[config.mk]
export PLATFORM = sky130hd
export DESIGN_NAME = best_fit_heap_allocator
export DESIGN_NICKNAME = d
export VERILOG_FILES = /design/src/sv/bfha_pkg.sv /design/src/sv/bfha_seg_mem.sv /design/src/sv/bfha_seq.sv /design/src/sv/best_fit_heap_allocator.sv
export SDC_FILE = /design/constraint.sdc
export NUM_CORES = 2
export LEC_CHECK = 0
export BUFFER_PORTS_ARGS = -buffer_cell sky130_fd_sc_hd__clkbuf_2
export CAP_MARGIN = 20
export CORE_UTILIZATION = 51
export CTS_BUF_LIST = sky130_fd_sc_hd__clkbuf_4
export DETAILED_ROUTE_END_ITERATION = 10
export PLACE_DENSITY = 0.72
export SLEW_MARGIN = 5
export SYNTH_ARGS = -nofsm -noshare
export SYNTH_HDL_FRONTEND = slang
export SYNTH_SLANG_ARGS = --single-unit
[constraint.sdc]
create_clock -name aclk -period 6.63 [get_ports aclk]
set_input_delay 0.3315 -clock aclk [delete_from_list [all_inputs] [get_ports aclk]]
set_output_delay 0.3315 -clock aclk [all_outputs]
set_load 0.02 [all_outputs]
[src/sv/bfha_pkg.sv]
// Shared types and constants of the best-fit heap allocator.
// Holds the segment entry layout, result and configuration structs, status codes.
// No dependencies.
package bfha_pkg;

    localparam int MAX_SEGMENTS   = 64;
    localparam int HEADER_BYTES   = 16;
    localparam int ALIGN_BYTES    = 8;      // power of two
    localparam int MAX_HEAP_BYTES = 1048576;

    localparam int IDX_W  = $clog2(MAX_SEGMENTS);
    localparam int CNT_W  = IDX_W + 1;
    localparam int SZ_W   = $clog2(MAX_HEAP_BYTES) + 1;
    localparam int NEED_W = SZ_W + 1;
    localparam int ADDR_W = 32;

    localparam logic [1:0] STAT_DONE    = 2'd0;
    localparam logic [1:0] STAT_NOFIT   = 2'd1;
    localparam logic [1:0] STAT_UNKNOWN = 2'd2;

    localparam logic REG_HEAP_BASE = 1'b0;
    localparam logic REG_HEAP_SIZE = 1'b1;

    typedef struct packed {
        logic [SZ_W-1:0] start;
        logic [SZ_W-1:0] size;
        logic            used;
    } seg_t;

    typedef struct packed {
        logic [1:0]        status;
        logic [ADDR_W-1:0] addr;
    } result_t;

    typedef struct packed {
        logic [ADDR_W-1:0] base;
        logic [SZ_W-1:0]   size;
        logic              reinit;
    } cfg_t;

endpackage

[src/sv/bfha_seg_mem.sv]
// Segment table storage: one write port, one read port, registered read data.
// Depends on bfha_pkg for the entry layout and depth.
module bfha_seg_mem import bfha_pkg::*; (
    input  logic             aclk,
    input  logic             wr_en,
    input  logic [IDX_W-1:0] wr_addr,
    input  seg_t             wr_data,
    input  logic             rd_en,
    input  logic [IDX_W-1:0] rd_addr,
    output seg_t             rd_data
);

    seg_t mem [MAX_SEGMENTS];

    always_ff @(posedge aclk) begin
        if (wr_en) begin
            mem[wr_addr] <= wr_data;
        end
    end

    always_ff @(posedge aclk) begin
        if (rd_en) begin
            rd_data <= mem[rd_addr];
        end
    end

endmodule

[src/sv/bfha_seq.sv]
// Request sequencer: scans the segment table, then, where needed, shifts entries and
// patches the chosen segment. Depends on bfha_pkg and bfha_seg_mem.
module bfha_seq import bfha_pkg::*; (
    input  logic              aclk,
    input  logic              aresetn,
    input  cfg_t              cfg,
    input  logic              start,
    input  logic              mode,
    input  logic [SZ_W-1:0]   request_bytes,
    input  logic [ADDR_W-1:0] release_address,
    output logic              idle,
    output logic              res_valid,
    input  logic              res_ready,
    output result_t           res
);

    typedef enum logic [7:0] {
        S_INIT   = 8'b0000_0001,
        S_IDLE   = 8'b0000_0010,
        S_SCAN   = 8'b0000_0100,
        S_DECIDE = 8'b0000_1000,
        S_MOVE   = 8'b0001_0000,
        S_FIX1   = 8'b0010_0000,
        S_FIX2   = 8'b0100_0000,
        S_DONE   = 8'b1000_0000
    } state_t;

    localparam logic [NEED_W-1:0] ALIGN_MASK = ~NEED_W'(ALIGN_BYTES - 1);

    state_t             state_reg, state_next;
    logic [CNT_W-1:0]   count_reg, count_next;
    logic               mode_reg;
    logic [NEED_W-1:0]  need_reg;
    logic [ADDR_W-1:0]  addr_reg;
    logic [CNT_W-1:0]   issue_reg;
    logic               pv_reg;
    logic [IDX_W-1:0]   pidx_reg;
    logic               found_reg;
    logic [IDX_W-1:0]   best_reg;
    seg_t               bseg_reg;
    logic [SZ_W-1:0]    bdiff_reg;
    seg_t               prev_reg;
    seg_t               lseg_reg;
    logic               left_reg;
    logic               right_reg;
    logic [SZ_W-1:0]    rsize_reg;
    logic               split_reg;
    logic [CNT_W-1:0]   mv_cnt_reg;
    logic [IDX_W-1:0]   mv_src_reg;
    logic               mv_up_reg;
    logic [1:0]         mv_off_reg;
    logic               wpv_reg;
    logic [IDX_W-1:0]   wpaddr_reg;
    result_t            res_reg;

    logic               wr_en, rd_en;
    logic [IDX_W-1:0]   wr_addr, rd_addr;
    seg_t               wr_data, rd_data;

    logic               fits, better, match;
    logic [SZ_W-1:0]    diff;
    logic [ADDR_W-1:0]  seg_addr;
    logic [SZ_W-1:0]    merged;
    logic [1:0]         mdist;
    logic [IDX_W-1:0]   target;
    logic               split_now;

    bfha_seg_mem u_mem (
        .aclk    (aclk),
        .wr_en   (wr_en),
        .wr_addr (wr_addr),
        .wr_data (wr_data),
        .rd_en   (rd_en),
        .rd_addr (rd_addr),
        .rd_data (rd_data)
    );

    assign diff     = rd_data.size - need_reg[SZ_W-1:0];
    assign fits     = !rd_data.used && ({1'b0, rd_data.size} >= need_reg);
    assign better   = fits && (!found_reg || diff < bdiff_reg);
    assign seg_addr = cfg.base + ADDR_W'(rd_data.start) + ADDR_W'(HEADER_BYTES);
    assign match    = rd_data.used && (seg_addr == addr_reg);

    assign mdist  = {1'b0, left_reg} + {1'b0, right_reg};
    assign merged = (left_reg ? lseg_reg.size : '0) + bseg_reg.size
                  + (right_reg ? rsize_reg : '0);
    assign target = left_reg ? best_reg - IDX_W'(1) : best_reg;

    assign split_now = (bdiff_reg > SZ_W'(2 * HEADER_BYTES))
                     && (count_reg < CNT_W'(MAX_SEGMENTS));

    assign idle      = (state_reg == S_IDLE) && !cfg.reinit;
    assign res_valid = (state_reg == S_DONE);
    assign res       = res_reg;

    always_comb begin
        state_next = state_reg;
        count_next = count_reg;
        wr_en      = 1'b0;
        wr_addr    = '0;
        wr_data    = '0;
        rd_en      = 1'b0;
        rd_addr    = '0;
        unique case (state_reg)
            S_INIT: begin
                wr_en      = 1'b1;
                wr_data    = '{start: '0, size: cfg.size, used: 1'b0};
                count_next = CNT_W'(1);
                state_next = S_IDLE;
            end
            S_IDLE: begin
                if (cfg.reinit) begin
                    state_next = S_INIT;
                end else if (start) begin
                    state_next = S_SCAN;
                end
            end
            S_SCAN: begin
                rd_en   = issue_reg < count_reg;
                rd_addr = issue_reg[IDX_W-1:0];
                if (!rd_en && !pv_reg) begin
                    state_next = S_DECIDE;
                end
            end
            S_DECIDE: begin
                if (!found_reg) begin
                    state_next = S_DONE;
                end else if (!mode_reg && !split_now) begin
                    state_next = S_FIX1;
                end else begin
                    state_next = S_MOVE;
                end
            end
            S_MOVE: begin
                rd_en   = mv_cnt_reg != '0;
                rd_addr = mv_src_reg;
                wr_en   = wpv_reg;
                wr_addr = wpaddr_reg;
                wr_data = rd_data;
                if (!rd_en && !wpv_reg) begin
                    state_next = S_FIX1;
                end
            end
            S_FIX1: begin
                wr_en = 1'b1;
                if (mode_reg) begin
                    wr_addr    = target;
                    wr_data    = '{start: left_reg ? lseg_reg.start : bseg_reg.start,
                                   size: merged, used: 1'b0};
                    count_next = count_reg - CNT_W'(mdist);
                    state_next = S_DONE;
                end else begin
                    wr_addr    = best_reg;
                    wr_data    = '{start: bseg_reg.start,
                                   size: split_reg ? need_reg[SZ_W-1:0] : bseg_reg.size,
                                   used: 1'b1};
                    state_next = split_reg ? S_FIX2 : S_DONE;
                end
            end
            S_FIX2: begin
                wr_en      = 1'b1;
                wr_addr    = best_reg + IDX_W'(1);
                wr_data    = '{start: bseg_reg.start + need_reg[SZ_W-1:0],
                               size: bdiff_reg, used: 1'b0};
                count_next = count_reg + CNT_W'(1);
                state_next = S_DONE;
            end
            S_DONE: begin
                if (res_ready) begin
                    state_next = S_IDLE;
                end
            end
            default: state_next = S_INIT;
        endcase
    end

    always_ff @(posedge aclk) begin
        if (!aresetn) begin
            state_reg <= S_INIT;
            count_reg <= CNT_W'(1);
            pv_reg    <= 1'b0;
            wpv_reg   <= 1'b0;
        end else begin
            state_reg <= state_next;
            count_reg <= count_next;
            pv_reg    <= (state_reg == S_SCAN) && rd_en;
            wpv_reg   <= (state_reg == S_MOVE) && rd_en;
        end
    end

    always_ff @(posedge aclk) begin
        unique case (state_reg)
            S_IDLE: begin
                mode_reg  <= mode;
                need_reg  <= (NEED_W'(request_bytes) + NEED_W'(HEADER_BYTES)
                             + NEED_W'(ALIGN_BYTES - 1)) & ALIGN_MASK;
                addr_reg  <= release_address;
                issue_reg <= '0;
                found_reg <= 1'b0;
                left_reg  <= 1'b0;
                right_reg <= 1'b0;
                prev_reg  <= '{start: '0, size: '0, used: 1'b1};
            end
            S_SCAN: begin
                issue_reg <= issue_reg + CNT_W'(1);
                pidx_reg  <= issue_reg[IDX_W-1:0];
                if (pv_reg) begin
                    prev_reg <= rd_data;
                    if (!mode_reg) begin
                        if (better) begin
                            found_reg <= 1'b1;
                            best_reg  <= pidx_reg;
                            bseg_reg  <= rd_data;
                            bdiff_reg <= diff;
                        end
                    end else begin
                        if (match && !found_reg) begin
                            found_reg <= 1'b1;
                            best_reg  <= pidx_reg;
                            bseg_reg  <= rd_data;
                            lseg_reg  <= prev_reg;
                            left_reg  <= !prev_reg.used;
                        end
                        // entry just after the freed one
                        if (found_reg && pidx_reg == best_reg + IDX_W'(1)) begin
                            right_reg <= !rd_data.used;
                            rsize_reg <= rd_data.size;
                        end
                    end
                end
            end
            S_DECIDE: begin
                split_reg <= split_now;
                mv_up_reg <= !mode_reg;
                if (!mode_reg) begin
                    // open a gap after the chosen entry
                    mv_cnt_reg <= count_reg - CNT_W'(best_reg) - CNT_W'(1);
                    mv_src_reg <= IDX_W'(count_reg - CNT_W'(1));
                    mv_off_reg <= 2'd1;
                end else begin
                    // close the gap left by merged neighbours
                    mv_cnt_reg <= count_reg - CNT_W'(best_reg) - CNT_W'(1)
                                - CNT_W'(right_reg);
                    mv_src_reg <= best_reg + IDX_W'(1) + IDX_W'(right_reg);
                    mv_off_reg <= mdist;
                end
                if (!found_reg) begin
                    res_reg <= '{status: mode_reg ? STAT_UNKNOWN : STAT_NOFIT, addr: '0};
                end
            end
            S_MOVE: begin
                if (rd_en) begin
                    mv_cnt_reg <= mv_cnt_reg - CNT_W'(1);
                    mv_src_reg <= mv_up_reg ? mv_src_reg - IDX_W'(1)
                                            : mv_src_reg + IDX_W'(1);
                    wpaddr_reg <= mv_up_reg ? mv_src_reg + IDX_W'(1)
                                            : mv_src_reg - IDX_W'(mv_off_reg);
                end
            end
            S_FIX1: begin
                res_reg <= '{status: STAT_DONE,
                             addr: mode_reg ? '0 : cfg.base + ADDR_W'(bseg_reg.start)
                                                   + ADDR_W'(HEADER_BYTES)};
            end
            default: begin
            end
        endcase
    end

    a_count_range: assert property (@(posedge aclk) disable iff (!aresetn)
        (count_reg != '0) && (count_reg <= CNT_W'(MAX_SEGMENTS)))
        else $error("segment count out of range");

    a_write_in_table: assert property (@(posedge aclk) disable iff (!aresetn)
        wr_en |-> ({1'b0, wr_addr} <= count_reg))
        else $error("table write beyond the live entries");

    a_split_room: assert property (@(posedge aclk) disable iff (!aresetn)
        (state_reg == S_FIX2) |-> (count_reg < CNT_W'(MAX_SEGMENTS)))
        else $error("split with a full table");

    a_no_overlap: assert property (@(posedge aclk) disable iff (!aresetn)
        (wr_en && rd_en) |-> (wr_addr != rd_addr))
        else $error("read and write of the same entry in one cycle");

endmodule

[src/sv/best_fit_heap_allocator.sv]
// Flow: an accepted item goes through the scan of the live entries, a decide step, entry
// shifting where needed, the patch writes of the chosen segment, and the output register.
// Items are taken one at a time: a new one is accepted only when the sequencer is idle again.
// Reset: synchronous, active low; entry zero is written after reset and after each heap
// size write seen while the sequencer is idle, and the input is not ready meanwhile.
module best_fit_heap_allocator import bfha_pkg::*; (
    input  logic              aclk,
    input  logic              aresetn,
    input  logic              cfg_wr_en,
    input  logic              cfg_addr,
    input  logic [ADDR_W-1:0] cfg_wr_data,
    input  logic              s_valid,
    output logic              s_ready,
    input  logic              s_mode,
    input  logic [SZ_W-1:0]   s_request_bytes,
    input  logic [ADDR_W-1:0] s_release_address,
    output logic              m_valid,
    input  logic              m_ready,
    output logic [1:0]        m_status,
    output logic [ADDR_W-1:0] m_granted_address
);

    logic [ADDR_W-1:0] base_reg;
    logic [SZ_W-1:0]   size_reg;
    logic              reinit_reg;
    logic [SZ_W-1:0]   size_wr;
    cfg_t              cfg;
    logic              seq_idle, res_valid, res_ready;
    result_t           res;
    logic              m_valid_reg;
    result_t           out_reg;

    assign size_wr = (cfg_wr_data[SZ_W-1:0] > SZ_W'(MAX_HEAP_BYTES))
                   ? SZ_W'(MAX_HEAP_BYTES) : cfg_wr_data[SZ_W-1:0];

    always_ff @(posedge aclk) begin
        if (!aresetn) begin
            base_reg   <= '0;
            size_reg   <= SZ_W'(MAX_HEAP_BYTES);
            reinit_reg <= 1'b0;
        end else begin
            reinit_reg <= cfg_wr_en && (cfg_addr == REG_HEAP_SIZE);
            if (cfg_wr_en && cfg_addr == REG_HEAP_BASE) begin
                base_reg <= cfg_wr_data;
            end
            if (cfg_wr_en && cfg_addr == REG_HEAP_SIZE) begin
                size_reg <= size_wr;
            end
        end
    end

    assign cfg = '{base: base_reg, size: size_reg, reinit: reinit_reg};

    bfha_seq u_seq (
        .aclk            (aclk),
        .aresetn         (aresetn),
        .cfg             (cfg),
        .start           (s_valid && s_ready),
        .mode            (s_mode),
        .request_bytes   (s_request_bytes),
        .release_address (s_release_address),
        .idle            (seq_idle),
        .res_valid       (res_valid),
        .res_ready       (res_ready),
        .res             (res)
    );

    assign s_ready   = seq_idle;
    assign res_ready = !m_valid_reg || m_ready;

    // hold the result until taken
    always_ff @(posedge aclk) begin
        if (!aresetn) begin
            m_valid_reg <= 1'b0;
        end else if (res_valid && res_ready) begin
            m_valid_reg <= 1'b1;
        end else if (m_ready) begin
            m_valid_reg <= 1'b0;
        end
    end

    always_ff @(posedge aclk) begin
        if (res_valid && res_ready) begin
            out_reg <= res;
        end
    end

    assign m_valid           = m_valid_reg;
    assign m_status          = out_reg.status;
    assign m_granted_address = out_reg.addr;

endmodule
# [Word-level counts from Yosys, hierarchy flattened]
# Memories as Yosys holds them, arrays and structs flattened. A register that Yosys moved wholly into a read port is not among the register bits.
# Index checks and enable logic that the tools add are counted.
[totals] regBits=406 ramBits=2752 out_inout_bits=36 memories=1 input_bits=92
[op_classes] n_lt_le_gt_ge=6 n_eq_ne=24 n_addsub=25 n_mux=63 n_bitwise=2 n_reduce_logical=50
[mem_list] memory="u_seq.u_mem.mem" words=64 width=43 read_ports=1 rd_ports_with_merged_regs=1 wr=1 line="bfha_seg_mem.sv:13" source="seg_t mem [MAX_SEGMENTS];"
[ops] op="$mux 43" n=5
[ops] op="$pmux 43 s4" n=1
[ops] op="$mux 21" n=5
[ops] op="$pmux 43 s2" n=1
[ops] op="$pmux 34 s2" n=1
[ops] op="$add 32x21->32" n=2
[ops] op="$add 32x5->32 const B" n=2
[ops] op="$mux 8" n=8
[ops] op="$pmux 8 s8" n=1
[ops] op="$add 21x21->21" n=3
[ops] op="$mux 6" n=10
[ops] op="$mux 34" n=1
[ops] op="$eq 32x32->1" n=1
[ops] op="$mux 32" n=1
[ops] op="$reduce_and 4->1" n=8
[ops] op="$pmux 7 s2" n=2
[ops] op="$pmux 6 s2" n=2
[ops] op="$add 21x5->22 const B" n=1
[ops] op="$add 22x3->22 const B" n=1
[ops] op="$ge 21x22->1" n=1
[ops] op="$gt 21x21->1 const B" n=1
[ops] op="$gt 21x6->1 const B" n=1
[ops] op="$lt 21x21->1" n=1
[ops] op="$mux 7" n=3
[ops] op="41 further kinds" n=107

# [Logic depth before layout (Yosys ltp)]
[logic_depth] ltp_word=9 depth_mapped=21 ltp_nobuf=21

# [Cells and area by module]
# A second synthesis with hierarchy kept.
[hier_totals] cells_unflattened=6754 area_unflattened_um2=130239.9
[by_module_without_submodules] mod="bfha_seg_mem" instances=1 area_per_inst_um2=105805.2 seq_area_each_um2=83930.5 cells_per_inst=4443
[by_module_without_submodules] mod="bfha_seq" instances=1 area_per_inst_um2=21219.1 seq_area_each_um2=9349.0 cells_per_inst=2031
[by_module_without_submodules] mod="best_fit_heap_allocator" instances=1 area_per_inst_um2=3215.6 seq_area_each_um2=2122.0 cells_per_inst=280

# [Least setup slack after synthesis]
# Ideal clock, no wire load.
[synth_timing] kind="flip-flop to flip-flop" start="register, netlist name u_seq.u_mem.rd_data[23]" end="register u_seq.best_reg[0] (enable)" required_time_ns=6.104 period_less_slack_ns=7.220 arrival_time_ns=6.694 path_stages_with_launch=13 path_buffers=0 slack_ns=-0.590 setup_ns=0.526 cell_sequence="edfxtp_1 ha_1 ha_1 fa_1 a211oi_1 nor2_1 a21o_1 o21ba_2 a2111oi_0 o21ai_0 a2111oi_0 nand4b_1 o31ai_1"
[synth_via] elab_chain_len=7
[synth_lines] item="$add 32x21->32" line="bfha_seq.sv:81" source="assign seg_addr = cfg.base + ADDR_W'(rd_data.start) + ADDR_W'(HEADER_BYTES);"
[synth_lines] item="$add 32x5->32" line="bfha_seq.sv:81"
[synth_lines] item="$eq 32x32->1" line="bfha_seq.sv:82" source="assign match = rd_data.used && (seg_addr == addr_reg);"
[synth_lines] item="$logic_and 1x1->1" line="bfha_seq.sv:82"
[synth_lines] item="$logic_and 1x1->1" line="bfha_seq.sv:217" source="if (match && !found_reg) begin"
[synth_lines] item="$ne 2x2->1 (no line)"
[synth_lines] item="$reduce_and 4->1 (no line)"
[synth_lines] item="end signal, assigned" line="bfha_seq.sv:212" source="best_reg <= pidx_reg;"
[synth_lines] item="end signal, assigned" line="bfha_seq.sv:219" source="best_reg <= pidx_reg;"
[synth_lines] item="end, declared" line="bfha_seq.sv:39" source="logic [IDX_W-1:0] best_reg;"
# Every way passes these cells.
# A chain may end at the register's enable or synchronous reset.

# [Worst setup path after layout]
[layout_timing] start="register u_seq.state_reg[7]" end="memory u_seq.u_mem.mem[32][5] (netlist bit) (enable)"
[layout_via] elab_chain_len=5
[layout_lines] item="start, declared" line="bfha_seq.sv:30" source="state_t state_reg, state_next;"
[layout_lines] item="start signal, assigned" line="bfha_seq.sv:184" source="state_reg <= state_next;"
[layout_lines] item="$eq 8x1->1, or another cell as far along" line="bfha_seq.sv:104" source="unique case (state_reg)"
[layout_lines] item="$reduce_or 3->1 (no line)"
[layout_lines] item="$pmux 1 s2" line="bfha_seq.sv:104"
[layout_lines] item="$mux 1" line="bfha_seg_mem.sv:16" source="if (wr_en) begin"
[layout_lines] item="$mux 1 (not written as such)" line="bfha_seg_mem.sv:17" source="mem[wr_addr] <= wr_data;"
[layout_lines] item="end, declared" line="bfha_seg_mem.sv:13"
# Parallel ways exist; a longest one is shown, timed or not.

==> impl_metrics.ini <==
[die]
start_util_pct = 51.2
die_h_um = 515
core_area_um2 = 262000
core.rowCount = 188
die-width_um = 515
top_level_ports = 128
die_area_um2 = 266000

[finish]
layout_common_cells = 3129 x edfxtp_1, 2986 x nand2_1, 1099 x clkbuf_4, 730 x nand3_1, 517 x a311oi_1
final_common_cell = edfxtp_1
drive_above_1_share_pct = 15.1
final_core_util_pct = 58.4
largest_reg_flops = 2752
layoutNonFillerInstCount = 15400
nNetsFinal = 11700
area_growth_syn_to_layout_pct = 14.0

[placed_design]
dpl_worst_slack_ns = 1.11
dp_hpwl_mm = 225
io_buffer_count = 127
gp_congestion = 0.924
dp_cells = 13800

[power]
power_mw = 39.9
cellPowerDensity_nw_per_um2 = 261
p_leak_nw = 54.1
irDropWorstVdd_uv = 161

[grt]
use_met3_pct = 7.34
grtUsageTotal_pct = 28.8
grt_pass1_vias = 92200
grt_util_met1_pct = 37.8
grt_busiest_layer = met2
grt_max_degree = 104
grt_antenna_before_repair = 37
met2_usage_pct = 45.9
grt_pass1_wl_mm = 573
grt_remaining_overflow = 0

[min_path]
hp-class = in -> reg

[clock_tree]
cts_setup_buffers = 0
cts_tree = done
cts-buffers-inserted = 781
clock_sinks = 3201
clk_pin_slew_ns = 0.07
cts-root-buf = clkbuf_4
clockBufferDepth = 4
h-tree-depth = 6
clkLatencyLatePin_ns = 1.47

[logic_synthesis]
yosysWarnings = 0
ys_seq_area_share_pct = 71.0
synth-edff-count = 3129
yosysTopAreaCell = edfxtp_1
ys_types = 80
synthArstFlopShare_pct = 0
synth_area_um2 = 134000
synthDominantCellAreaShare_pct = 69.9
ys_ff_latch = 3201
netlist_instances = 10500
synth_nets = 10800
ys_top_cells_by_area = edfxtp_1 70%, nand2_1 8.4%, a311oi_1 3.4%, nand3_1 2.7%, and3_1 1.9%
avgSynthCellArea_um2 = 12.8
synth_flop_cell = edfxtp_1

[routing]
ant_nets = 0
wl_mm = 390
drt_pass1_iterations = 9
drt_iter0_drc = 12700
via_per_inst = 6.09
wl_per_cell_um = 25.2
drc = 0
num_vias = 94000

[sta]
slew_viol_final = 0
final_hold_viol_count = 0
relSlewSlack_pct = 11.4
final-setup-viol-count = 0
finalClockSkew_ns = 0.159
fin_ws_ns = 0.858
fin_crit_sh_pct = 87.1
rsz0062_at_grt = false
tns_ns = 0
period_needed_ns = 5.77
tightest_slew_ns = 1.33
fmax_mhz = 173

[run]
maxCapViolCount = 0

[critical_path]
cp-end-kind = flip-flop
critPathMaxFanout = 33
critPathLaunchType = flip-flop
critPathArrivalTime_ns = 6.75
cp.required_ns = 7.61
worstSetupPathType = reg -> reg

[run_status]
status = finished, final reports clean
per-stage QoR:
step / hold slack (ns) / instance area, um2
6_report: 0.171 / 153000
4_1_cts: 0.0560 / 153000
3_3_place_gp: 0.400 / 141000
3_5_place_dp: 0.405 / 141000
2_1_floorplan: 0.400 / 134000
5_1_grt: 0.117 / 153000
power breakdown:
part / internal, mW / total, mW / leakage [nW] / switching [mW]
registers: 22.2 / 22.3 / 25.5 / 0.0984
logic: 0.554 / 1.67 / 22.9 / 1.12
clock network: 8.05 / 16.0 / 5.72 / 7.95
cells in the mapped netlist, types with 48 or more instances:
cell type / count
buf_2: 157
xor2_1: 81
a21oi_1: 155
ha_1: 193
nand3_1: 731
and3_1: 405
inv_1: 172
a311oi_1: 517
nor3_1: 49
o21ai_0: 113
xnor2_1: 93
clkbuf_1: 470
or4_1: 48
edfxtp_1: 3129
nand2_1: 2994
dfxtp_1: 72
nor2_1: 231
a31oi_1: 191
a211oi_1: 192
worst paths after layout:
| path | endpoint | cells after the start | slack (ns) | start |
|---|---|---|---|---|
| worst min-delay path | u_seq.addr_reg[10] | 3 | 0.17 | s_release_address[10] |
| worst min register to register | u_seq.lseg_reg[9] | 0 | 0.34 | u_seq.prev_reg[9] |
| worst max register to register | u_seq.u_mem.mem[32][5] | 9 | 0.86 | u_seq.state_reg[7] |
| worst max-delay path | u_seq.u_mem.mem[32][5] | 9 | 0.86 | u_seq.state_reg[7] |
per-layer routing:
layer  share of wire [%]  vias to the layer above
li1                    -                    41400
met1                  38                    45900
met2                  47                     5797
met3                  12                      889
met4                 3.6                       14
met5               0.024                        -
cell families after synthesis:
| family | Yosys count | synth area share, % |
|---|---|---|
| simple gates | 4639 | 15.0 |
| flops | 3201 | 71.0 |
| compound gates | 1413 | 7.85 |
| buf+inv | 854 | 2.64 |
| fa+ha+maj | 221 | 2.21 |
| xor+xnor | 174 | 1.13 |
| mux | 26 | 0.195 |
final cells by class:
cell class              count  area (um2)
fillers                 20200      109000
flip-flops and latches   3201       95400
multi-input cells        6473       36400
clock buffers            1093        8210
repair buffers            713        6660
well taps                3515        4400
clock inverters           244        1440
inverters                 174         653
diodes                     18        45.0
critical path, cell delays in order, from the launching register on:
cell,delay [ns]
dfxtp_1,0.35
or4_4,0.60
nor3_4,0.16
buf_4,0.30
and2_2,0.67
nand2_1,0.21
a21boi_0,0.86
nand2_1,0.84
nor2_4,0.72
buf_4,0.54
repair_timing:
| item | in CTS | in global routing |
|---|---|---|
| endpoints found under the setup margin | 0 | 0 |
| endpoints found under the hold margin | 157 | 0 |
| gates resized for setup | 0 | 0 |
| hold buffers | 239 | 0 |
(Power assumes the default switching activity.)
